==> src/hdl/atsu_pkg.sv <==
package atsu_pkg;

    localparam int WORD_W    = 16;
    localparam int RAW_W     = 12;
    localparam int VALUE_W   = 13;
    localparam int CHAN_W    = 4;
    localparam int CFG_IDX_W = 2;
    localparam int SEL_W     = 3;

    // register indexes on the configuration port
    localparam logic [CFG_IDX_W-1:0] REG_ADC_HDR      = 2'd0;
    localparam logic [CFG_IDX_W-1:0] REG_TDC_LOW_HDR  = 2'd1;
    localparam logic [CFG_IDX_W-1:0] REG_TDC_HIGH_HDR = 2'd2;

    // header codes after reset
    localparam logic [WORD_W-1:0] ADC_HDR_RESET      = 16'h1007;
    localparam logic [WORD_W-1:0] TDC_LOW_HDR_RESET  = 16'h2005;
    localparam logic [WORD_W-1:0] TDC_HIGH_HDR_RESET = 16'h2006;

    // raw value that stands for zero
    localparam logic [RAW_W-1:0] RAW_OVERFLOW = 12'hfff;

    typedef enum logic [1:0] {
        MODE_IDLE  = 2'd0,
        MODE_COUNT = 2'd1,
        MODE_DATA  = 2'd2
    } mode_t;

    typedef enum logic [1:0] {
        KIND_ADC      = 2'd0,
        KIND_TDC_LOW  = 2'd1,
        KIND_TDC_HIGH = 2'd2
    } kind_t;

    // commands from controller to datapath
    typedef struct packed {
        logic take_word;
        logic load_item;
        logic preset;
    } cmd_t;

    // status from datapath to controller
    typedef struct packed {
        logic out_valid;
        logic dump_last;
    } status_t;

    // preset of adc channel idx: -(idx+1)
    function automatic logic signed [VALUE_W-1:0] adc_preset(input int idx);
        int v;
        v = -(idx + 1);
        return VALUE_W'(v);
    endfunction

    // preset of tdc channel idx: -10*(idx+1)
    function automatic logic signed [VALUE_W-1:0] tdc_preset(input int idx);
        int v;
        v = -10 * (idx + 1);
        return VALUE_W'(v);
    endfunction

endpackage

==> src/hdl/detector_adc_tdc_subevent_unpacker_top.sv <==
// Subevent unpacker for one ADC bank and two TDC banks.
// Input stream: s_tdata carries one 16-bit readout word, s_tlast marks the
// last word of the subevent. Words are parsed for block headers, a count word
// and data words, and data values land in a channel store.
// Output stream: at each event end the block sends every channel, ADC first
// and then TDC, in rising channel order; m_tuser is 1 for TDC channels and
// m_tlast marks the final channel of the dump.
// Configuration: cfg_valid/cfg_index/cfg_data write the three header codes
// (0 = ADC, 1 = TDC low bank, 2 = TDC high bank); cfg_ready is always high,
// write only while no event dump is in progress.
// Throughput: one word per cycle while parsing. After the last word the block
// dumps the store, ADC_CHANNELS + TDC_CHANNELS results (24 by default), one
// result per cycle through the single output register; s_tready is low during
// the dump, whose first result is loaded once the controller is in ST_DUMP.
// A stalled receiver holds the output register and stretches the dump.
// Reset restores the header codes, clears the parser and loads the store with
// its preset pattern (ADC i = -(i+1), TDC i = -10(i+1)); the same preset is
// loaded when the last result of a dump is taken into the output register.
module detector_adc_tdc_subevent_unpacker_top #(
    parameter int ADC_CHANNELS = 8,
    parameter int TDC_CHANNELS = 16
) (
    input  logic                                clk,
    input  logic                                rst_n,
    // word [15:0]
    input  logic [atsu_pkg::WORD_W-1:0]         s_tdata,
    input  logic                                s_tlast,
    input  logic                                s_tvalid,
    output logic                                s_tready,
    // channel [3:0], value [16:4], zero [23:17]
    output logic [23:0]                         m_tdata,
    // is_tdc [0]
    output logic                                m_tuser,
    output logic                                m_tlast,
    output logic                                m_tvalid,
    input  logic                                m_tready,
    input  logic                                cfg_valid,
    output logic                                cfg_ready,
    input  logic [atsu_pkg::CFG_IDX_W-1:0]      cfg_index,
    input  logic [atsu_pkg::WORD_W-1:0]         cfg_data
);
    import atsu_pkg::*;

    cmd_t                      cmd;
    status_t                   status;
    logic [CHAN_W-1:0]         out_channel;
    logic signed [VALUE_W-1:0] out_value;

    // controller
    atsu_ctrl u_ctrl (
        .clk      (clk),
        .rst_n    (rst_n),
        .s_tvalid (s_tvalid),
        .s_tlast  (s_tlast),
        .s_tready (s_tready),
        .m_tready (m_tready),
        .status   (status),
        .cmd      (cmd)
    );

    // parser, store and output register
    atsu_datapath #(
        .ADC_CHANNELS (ADC_CHANNELS),
        .TDC_CHANNELS (TDC_CHANNELS)
    ) u_datapath (
        .clk         (clk),
        .rst_n       (rst_n),
        .cmd         (cmd),
        .status      (status),
        .word        (s_tdata),
        .cfg_we      (cfg_valid && cfg_ready),
        .cfg_index   (cfg_index),
        .cfg_data    (cfg_data),
        .m_tready    (m_tready),
        .out_valid   (m_tvalid),
        .out_is_tdc  (m_tuser),
        .out_channel (out_channel),
        .out_value   (out_value),
        .out_last    (m_tlast)
    );

    // configuration requests are always taken
    assign cfg_ready = 1'b1;

    // result packing
    assign m_tdata = {7'd0, out_value, out_channel};

endmodule

==> src/hdl/atsu_ctrl.sv <==
module atsu_ctrl (
    input  logic              clk,
    input  logic              rst_n,
    input  logic              s_tvalid,
    input  logic              s_tlast,
    output logic              s_tready,
    input  logic              m_tready,
    input  atsu_pkg::status_t status,
    output atsu_pkg::cmd_t    cmd
);
    import atsu_pkg::*;

    typedef enum logic [1:0] {
        ST_PARSE = 2'b01,
        ST_DUMP  = 2'b10
    } state_t;

    state_t state_reg;
    state_t state_next;

    // handshake and commands
    always_comb
    begin
        s_tready      = (state_reg == ST_PARSE);
        cmd.take_word = s_tvalid && (state_reg == ST_PARSE);
        cmd.load_item = (state_reg == ST_DUMP) && (!status.out_valid || m_tready);
        cmd.preset    = cmd.load_item && status.dump_last;
    end

    // next state
    always_comb
    begin
        state_next = state_reg;
        case (state_reg)
            ST_PARSE:
            begin
                if (cmd.take_word && s_tlast)
                begin
                    state_next = ST_DUMP;
                end
            end
            ST_DUMP:
            begin
                if (cmd.preset)
                begin
                    state_next = ST_PARSE;
                end
            end
            default:
            begin
                state_next = ST_PARSE;
            end
        endcase
    end

    // state register
    always_ff @(posedge clk or negedge rst_n)
    begin
        if (!rst_n)
        begin
            state_reg <= ST_PARSE;
        end
        else
        begin
            state_reg <= state_next;
        end
    end

endmodule

==> src/hdl/atsu_datapath.sv <==
module atsu_datapath #(
    parameter int ADC_CHANNELS = 8,
    parameter int TDC_CHANNELS = 16
) (
    input  logic                                   clk,
    input  logic                                   rst_n,
    input  atsu_pkg::cmd_t                         cmd,
    output atsu_pkg::status_t                      status,
    input  logic [atsu_pkg::WORD_W-1:0]            word,
    input  logic                                   cfg_we,
    input  logic [atsu_pkg::CFG_IDX_W-1:0]         cfg_index,
    input  logic [atsu_pkg::WORD_W-1:0]            cfg_data,
    input  logic                                   m_tready,
    output logic                                   out_valid,
    output logic                                   out_is_tdc,
    output logic [atsu_pkg::CHAN_W-1:0]            out_channel,
    output logic signed [atsu_pkg::VALUE_W-1:0]    out_value,
    output logic                                   out_last
);
    import atsu_pkg::*;

    localparam int TOTAL  = ADC_CHANNELS + TDC_CHANNELS;
    localparam int CNT_W  = $clog2(TOTAL);
    localparam int ADC_IW = (ADC_CHANNELS > 1) ? $clog2(ADC_CHANNELS) : 1;
    localparam int TDC_IW = $clog2(TDC_CHANNELS);

    // header code registers
    logic [WORD_W-1:0] adc_hdr_reg;
    logic [WORD_W-1:0] tdc_low_hdr_reg;
    logic [WORD_W-1:0] tdc_high_hdr_reg;

    // parser state
    mode_t      mode_reg, mode_next;
    kind_t      kind_reg, kind_next;
    logic [3:0] words_left_reg, words_left_next;
    logic       stopped_reg, stopped_next;
    logic       look_hdr;
    logic [3:0] wl_dec;

    // channel store
    logic signed [VALUE_W-1:0] adc_store_reg [ADC_CHANNELS];
    logic signed [VALUE_W-1:0] tdc_store_reg [TDC_CHANNELS];

    // data word decode
    logic [SEL_W-1:0]          sel;
    logic [RAW_W-1:0]          raw;
    logic signed [VALUE_W-1:0] data_val;
    logic [CHAN_W-1:0]         tdc_ch;
    logic                      data_we;
    logic                      adc_we;
    logic                      tdc_we;

    // dump counter and output register
    logic [CNT_W-1:0]          cnt_reg;
    logic [CNT_W-1:0]          tdc_cnt;
    logic                      sel_adc;
    logic                      cnt_last;
    logic                      out_valid_reg;
    logic                      out_is_tdc_reg;
    logic [CHAN_W-1:0]         out_channel_reg;
    logic signed [VALUE_W-1:0] out_value_reg;
    logic                      out_last_reg;

    // configuration writes
    always_ff @(posedge clk or negedge rst_n)
    begin
        if (!rst_n)
        begin
            adc_hdr_reg      <= ADC_HDR_RESET;
            tdc_low_hdr_reg  <= TDC_LOW_HDR_RESET;
            tdc_high_hdr_reg <= TDC_HIGH_HDR_RESET;
        end
        else if (cfg_we)
        begin
            case (cfg_index)
                REG_ADC_HDR:      adc_hdr_reg      <= cfg_data;
                REG_TDC_LOW_HDR:  tdc_low_hdr_reg  <= cfg_data;
                REG_TDC_HIGH_HDR: tdc_high_hdr_reg <= cfg_data;
                default:          ;
            endcase
        end
    end

    // parser next state
    always_comb
    begin
        mode_next       = mode_reg;
        kind_next       = kind_reg;
        words_left_next = words_left_reg;
        stopped_next    = stopped_reg;
        look_hdr        = 1'b0;
        wl_dec          = (words_left_reg != 4'd0) ? (words_left_reg - 4'd1) : words_left_reg;
        if (cmd.preset)
        begin
            mode_next       = MODE_IDLE;
            kind_next       = KIND_ADC;
            words_left_next = 4'd0;
            stopped_next    = 1'b0;
        end
        else if (cmd.take_word && !stopped_reg)
        begin
            case (mode_reg)
                MODE_COUNT:
                begin
                    if (word[WORD_W-1])
                    begin
                        words_left_next = {1'b0, word[14:12]} + 4'd1;
                        mode_next       = MODE_DATA;
                    end
                    else
                    begin
                        look_hdr = 1'b1;
                    end
                end
                MODE_DATA:
                begin
                    words_left_next = wl_dec;
                    if (wl_dec == 4'd0)
                    begin
                        mode_next = MODE_IDLE;
                    end
                end
                default:
                begin
                    look_hdr = 1'b1;
                end
            endcase
            // header search, adc first
            if (look_hdr)
            begin
                if (word == '0)
                begin
                    stopped_next = 1'b1;
                    mode_next    = MODE_IDLE;
                end
                else if (word == adc_hdr_reg)
                begin
                    kind_next = KIND_ADC;
                    mode_next = MODE_COUNT;
                end
                else if (word == tdc_low_hdr_reg)
                begin
                    kind_next = KIND_TDC_LOW;
                    mode_next = MODE_COUNT;
                end
                else if (word == tdc_high_hdr_reg)
                begin
                    kind_next = KIND_TDC_HIGH;
                    mode_next = MODE_COUNT;
                end
                else
                begin
                    mode_next = MODE_IDLE;
                end
            end
        end
    end

    // parser registers
    always_ff @(posedge clk or negedge rst_n)
    begin
        if (!rst_n)
        begin
            mode_reg       <= MODE_IDLE;
            kind_reg       <= KIND_ADC;
            words_left_reg <= 4'd0;
            stopped_reg    <= 1'b0;
        end
        else
        begin
            mode_reg       <= mode_next;
            kind_reg       <= kind_next;
            words_left_reg <= words_left_next;
            stopped_reg    <= stopped_next;
        end
    end

    // data word decode, overflow code reads as zero
    always_comb
    begin
        sel      = word[14:12];
        raw      = word[RAW_W-1:0];
        data_val = (raw == RAW_OVERFLOW) ? '0 : $signed({1'b0, raw});
        tdc_ch   = {(kind_reg == KIND_TDC_HIGH), sel};
        data_we  = cmd.take_word && !stopped_reg && (mode_reg == MODE_DATA);
        adc_we   = data_we && (kind_reg == KIND_ADC) && (int'(sel) < ADC_CHANNELS);
        tdc_we   = data_we && (kind_reg != KIND_ADC) && (int'(tdc_ch) < TDC_CHANNELS);
    end

    // adc store
    always_ff @(posedge clk or negedge rst_n)
    begin
        if (!rst_n)
        begin
            for (int i = 0; i < ADC_CHANNELS; i++)
            begin
                adc_store_reg[i] <= adc_preset(i);
            end
        end
        else if (cmd.preset)
        begin
            for (int i = 0; i < ADC_CHANNELS; i++)
            begin
                adc_store_reg[i] <= adc_preset(i);
            end
        end
        else if (adc_we)
        begin
            adc_store_reg[sel[ADC_IW-1:0]] <= data_val;
        end
    end

    // tdc store
    always_ff @(posedge clk or negedge rst_n)
    begin
        if (!rst_n)
        begin
            for (int i = 0; i < TDC_CHANNELS; i++)
            begin
                tdc_store_reg[i] <= tdc_preset(i);
            end
        end
        else if (cmd.preset)
        begin
            for (int i = 0; i < TDC_CHANNELS; i++)
            begin
                tdc_store_reg[i] <= tdc_preset(i);
            end
        end
        else if (tdc_we)
        begin
            tdc_store_reg[tdc_ch[TDC_IW-1:0]] <= data_val;
        end
    end

    // dump position decode
    always_comb
    begin
        sel_adc  = (int'(cnt_reg) < ADC_CHANNELS);
        tdc_cnt  = cnt_reg - CNT_W'(ADC_CHANNELS);
        cnt_last = (cnt_reg == CNT_W'(TOTAL - 1));
    end

    // dump counter
    always_ff @(posedge clk or negedge rst_n)
    begin
        if (!rst_n)
        begin
            cnt_reg <= '0;
        end
        else if (cmd.load_item)
        begin
            cnt_reg <= cnt_last ? '0 : (cnt_reg + CNT_W'(1));
        end
    end

    // output valid
    always_ff @(posedge clk or negedge rst_n)
    begin
        if (!rst_n)
        begin
            out_valid_reg <= 1'b0;
        end
        else if (cmd.load_item)
        begin
            out_valid_reg <= 1'b1;
        end
        else if (m_tready)
        begin
            out_valid_reg <= 1'b0;
        end
    end

    // output payload
    always_ff @(posedge clk)
    begin
        if (cmd.load_item)
        begin
            out_last_reg <= cnt_last;
            if (sel_adc)
            begin
                out_is_tdc_reg  <= 1'b0;
                out_channel_reg <= CHAN_W'(cnt_reg);
                out_value_reg   <= adc_store_reg[cnt_reg[ADC_IW-1:0]];
            end
            else
            begin
                out_is_tdc_reg  <= 1'b1;
                out_channel_reg <= CHAN_W'(tdc_cnt);
                out_value_reg   <= tdc_store_reg[tdc_cnt[TDC_IW-1:0]];
            end
        end
    end

    assign status.out_valid = out_valid_reg;
    assign status.dump_last = cnt_last;
    assign out_valid        = out_valid_reg;
    assign out_is_tdc       = out_is_tdc_reg;
    assign out_channel      = out_channel_reg;
    assign out_value        = out_value_reg;
    assign out_last         = out_last_reg;

endmodule

==> config.mk <==
export PLATFORM = sky130hd
export DESIGN_NAME = detector_adc_tdc_subevent_unpacker_top
export DESIGN_NICKNAME = d
export VERILOG_FILES = /design/src/hdl/atsu_pkg.sv /design/src/hdl/detector_adc_tdc_subevent_unpacker_top.sv /design/src/hdl/atsu_ctrl.sv /design/src/hdl/atsu_datapath.sv
export SDC_FILE = /design/constraint.sdc
export NUM_CORES = 1
export LEC_CHECK = 0
export ABC_AREA = 1
export BUFFER_PORTS_ARGS = -buffer_cell sky130_fd_sc_hd__buf_4
export CAP_MARGIN = 20
export CORE_UTILIZATION = 69
export CTS_BUF_LIST = sky130_fd_sc_hd__clkbuf_8
export DETAILED_ROUTE_END_ITERATION = 8
export GPL_ROUTABILITY_DRIVEN = 0
export PLACE_DENSITY_LB_ADDON = 0.15
export SYNTH_ARGS = -nofsm -noshare
export SYNTH_HDL_FRONTEND = slang
export SYNTH_HIERARCHICAL = 1
export SYNTH_SLANG_ARGS = --single-unit
export TNS_END_PERCENT = 1
==> constraint.sdc <==
create_clock -name clk -period 5.3 [get_ports clk]
set_input_delay 1.06 -clock clk [delete_from_list [all_inputs] [get_ports clk]]
set_output_delay 1.06 -clock clk [all_outputs]
set_load 0.02 [all_outputs]
==> results.py <==
metrics = {
    "run_status": {
        "status": "finished, final reports clean",
    },
    "grt": {
        "track_usage": 0.3696,
        "antenna_found_initial": 1,
        "grt_start_max_net_pins": 128,
        "overflow": 0,
        "grt_pass1_wl_um": 82230,
        "grt_pass1_vias": 15760,
    },
    "synthesis": {
        "synth.distinct_cells": 37,
        "yosys.area_share.simple": 0.1461,
        "synth_top_family_by_area": "compound AO/OA/AOI/OAI gates",
        "synth.top_cells.by_count": "363 x nand2_1, 326 x o21ai_0, 271 x a21oi_1, 256 x inv_1, 247 x dfstp_2",
        "synthXorXnorAreaFrac": 0.004118,
        "synthAdderAreaFrac": 0.003922,
        "syn_area_um2": 19140,
        "synth_top_area_cell": "dfstp_2",
        "synth_edf_count": 19,
        "synth_area_leaders": "dfstp_2 34%, dfrtp_1 17%, o21ai_0 8.5%, nand2_1 7.1%, a21oi_1 7.1%",
        "synth_compound_area_frac": 0.2153,
        "yosysWarningCount": 6,
        "synth_mux_area_frac": 0,
        "async_flop_share": 0.9520,
        "ys_seq_area_frac": 0.5389,
        "synth_top_area_frac": 0.3391,
        "syn_inst": 2269,
        "synth_seq_cells": 396,
        "avgSynthCellArea_um2": 8.435,
        "yosysMostFrequentCell": "nand2_1",
        "synthFlopType": "dfstp_2",
    },
    "flow_run": {
        "max_cap_violations": 0,
    },
    "critical_path": {
        "rr_endpoint": "u_datapath/adc_store_reg[73]",
        "timing.rr.start": "u_datapath/cnt_reg[2]",
        "cp-start-kind": "flop",
        "crit_path_max_fanout": 68,
        "slowest_delay_ns": 0.68,
        "worstPathRequired_ns": 5.79,
        "critPathKind": "flop to flop",
        "cp_common_cell": "buf_4",
        "r2r_cells": 12,
        "end_kind": "flop",
        "cp_slowest_cell": "buf_4",
        "cp_cell_sequence": "buf_4 -> clkinv_1 -> nor2_1 -> buf_4 -> nand2_1 -> inv_1 -> inv_1 -> nor3_2 -> buf_4 -> buf_4 -> a21oi_1 -> o21ai_0",
        "arrival_ns": 4.09,
        "reg2reg_slack_ns": 1.70,
    },
    "cells_and_area": {
        "area_delta_synth_final_pct": 9.714,
        "largest_register_ffs": 208,
        "nets": 2332,
        "multiInputGateArea_um2": 7108,
        "finalCoreUtilization": 0.7748,
        "fin_area_um2": 21000,
        "fillers": 1893,
        "instances_no_fill": 2709,
        "drive_above_1_share": 0.2097,
        "antennaDiodeCount": 0,
        "ff_latch_area_um2": 10320,
    },
    "pwr": {
        "p_leak_nw": 9.937,
        "p_per_area_nw_per_um2": 460.8,
        "ir_drop_mv": 0.2550,
        "p_total_mw": 9.677,
    },
    "clock_network": {
        "cts_setup_buffers": 0,
        "ctsHoldBuffers": 0,
        "cts.htree.levels": 3,
        "cts_made_buffers": 67,
        "clk_path_buf_depth": 3,
        "tritoncts": "done",
        "root_buffer": "clkbuf_8",
        "clk-insertion-delay-late_ns": 0.59,
        "post_cts_resized": 0,
        "numClockSinks": 396,
        "clk_pin_slew_ns": 0.07,
    },
    "sta": {
        "drv_slew": 0,
        "final.setup.worst_slack_ns": 1.696,
        "max_freq_ghz": 0.2775,
        "fin_crit_sh": 0.6800,
        "min_period_ns": 3.604,
        "rsz0062_at_grt": "no",
        "clock_skew_ns": 0.02594,
        "worst_pin_slew_ns": 1.144,
        "setup_violations": 0,
        "hold_ws_ns": 0.4589,
        "final-hold-violation-count": 0,
        "relSlewSlack": 0.2355,
        "fin_tns_setup_ns": 0,
    },
    "drt": {
        "drtIter0Drc": 2064,
        "avgRoutedWirePerCell_um": 19.00,
        "viasPerCell": 6.104,
        "ant_nets": 0,
        "route.detailed.drc": 0,
        "dr.pass1.iters": 8,
        "totalWireLength_um": 51470,
        "via_count": 16540,
    },
    "place": {
        "dp.cells": 2586,
        "port_buffers": 60,
        "preCtsSetupSlack_ns": 1.801,
        "detailed_place_hpwl_um": 31920,
        "placed_cell_area_um2": 19660,
    },
    "floorplan": {
        "core-area_um2": 27100,
        "ios": 69,
        "chipHeight_um": 168.6,
        "start_util": 0.7062,
        "num_rows": 60,
        "die-area_um2": 28410,
        "dieWidth_um": 168.6,
    },
    "worst_hold_path": {
        "hold_depth": 2,
        "hold-path-endpoint": "u_datapath/adc_store_reg[103]",
        "holdCritStartpoint": "u_datapath/adc_store_reg[103]",
        "min_path_type": "flop to flop",
    },
}
layer usage:
metal	GRT usage	vias up	wire [µm]
li1	-	7557	-
met1	0.5002	7897	20760
met2	0.5773	916	23910
met3	0.07365	163	4705
met4	0.1787	2	2086
met5	0	-	11
power by group:
group / internal, mW / switching (mW) / total, mW
logic: 0.910 / 2.00 / 2.91
registers: 3.85 / 0.313 / 4.16
clock network: 1.40 / 1.21 / 2.61
placed cells by master, fill, tap and decap left out, types with 3 or more instances in the layout:
cell type and count:
a21oi_1 271, a22oi_1 67, buf_12 3, buf_4 74
buf_8 4, clkbuf_8 82, conb_1 8, dfrtp_1 128
dfstp_2 247, edfxtp_1 19, ha_1 6, inv_1 287
inv_2 30, inv_6 3, nand2_1 363, nand3_1 57
nand4_1 18, nor2_1 179, nor2_2 21, nor2_4 11
nor3_1 5, nor4_1 5, o211ai_1 17, o21ai_0 326
o21ai_1 20, o221ai_1 7, o22ai_1 48, xor2_1 9
critical path: cells and delay by family (launching register included):
kind	cells	cell delay, ns
AO/OA/AOI/OAI	2	0.29
AND/OR/NAND/NOR	3	0.51
flip-flops	1	0.33
buffers and inverters	7	2.30
how the worst max path moves through the flow:
| stage | from | endpoint | cells after the start |
|---|---|---|---|
| 2_1_floorplan | m_tready | u_datapath/cnt_reg[3] | 6 |
| 3_3_place_gp | s_tdata[8] | u_datapath/tdc_store_reg[70] | 6 |
| 3_5_place_dp | s_tvalid | u_datapath/tdc_store_reg[39] | 13 |
| 4_1_cts | u_datapath/cnt_reg[2] | u_datapath/adc_store_reg[73] | 12 |
| 5_1_grt | u_datapath/cnt_reg[2] | u_datapath/adc_store_reg[73] | 12 |
| 6_report | u_datapath/cnt_reg[2] | u_datapath/adc_store_reg[73] | 12 |
layout make-up:
class	count	share of cell area
clock inverter	38	0.007806
sequential	396	0.4914
clock buffer	82	0.05374
inverter	288	0.05160
tap	372	0.02217
multi-input combinational	1450	0.3385
timing repair buffer	83	0.03480
cell families after synthesis:
family	after synthesis
other	2
DFF	396
adders and majority gates	6
AOI/OAI and AO/OA	761
buffers and inverters	429
xor gates and xnor gates	9
and+or+nand+nor	666
(Power assumes the default switching activity.)
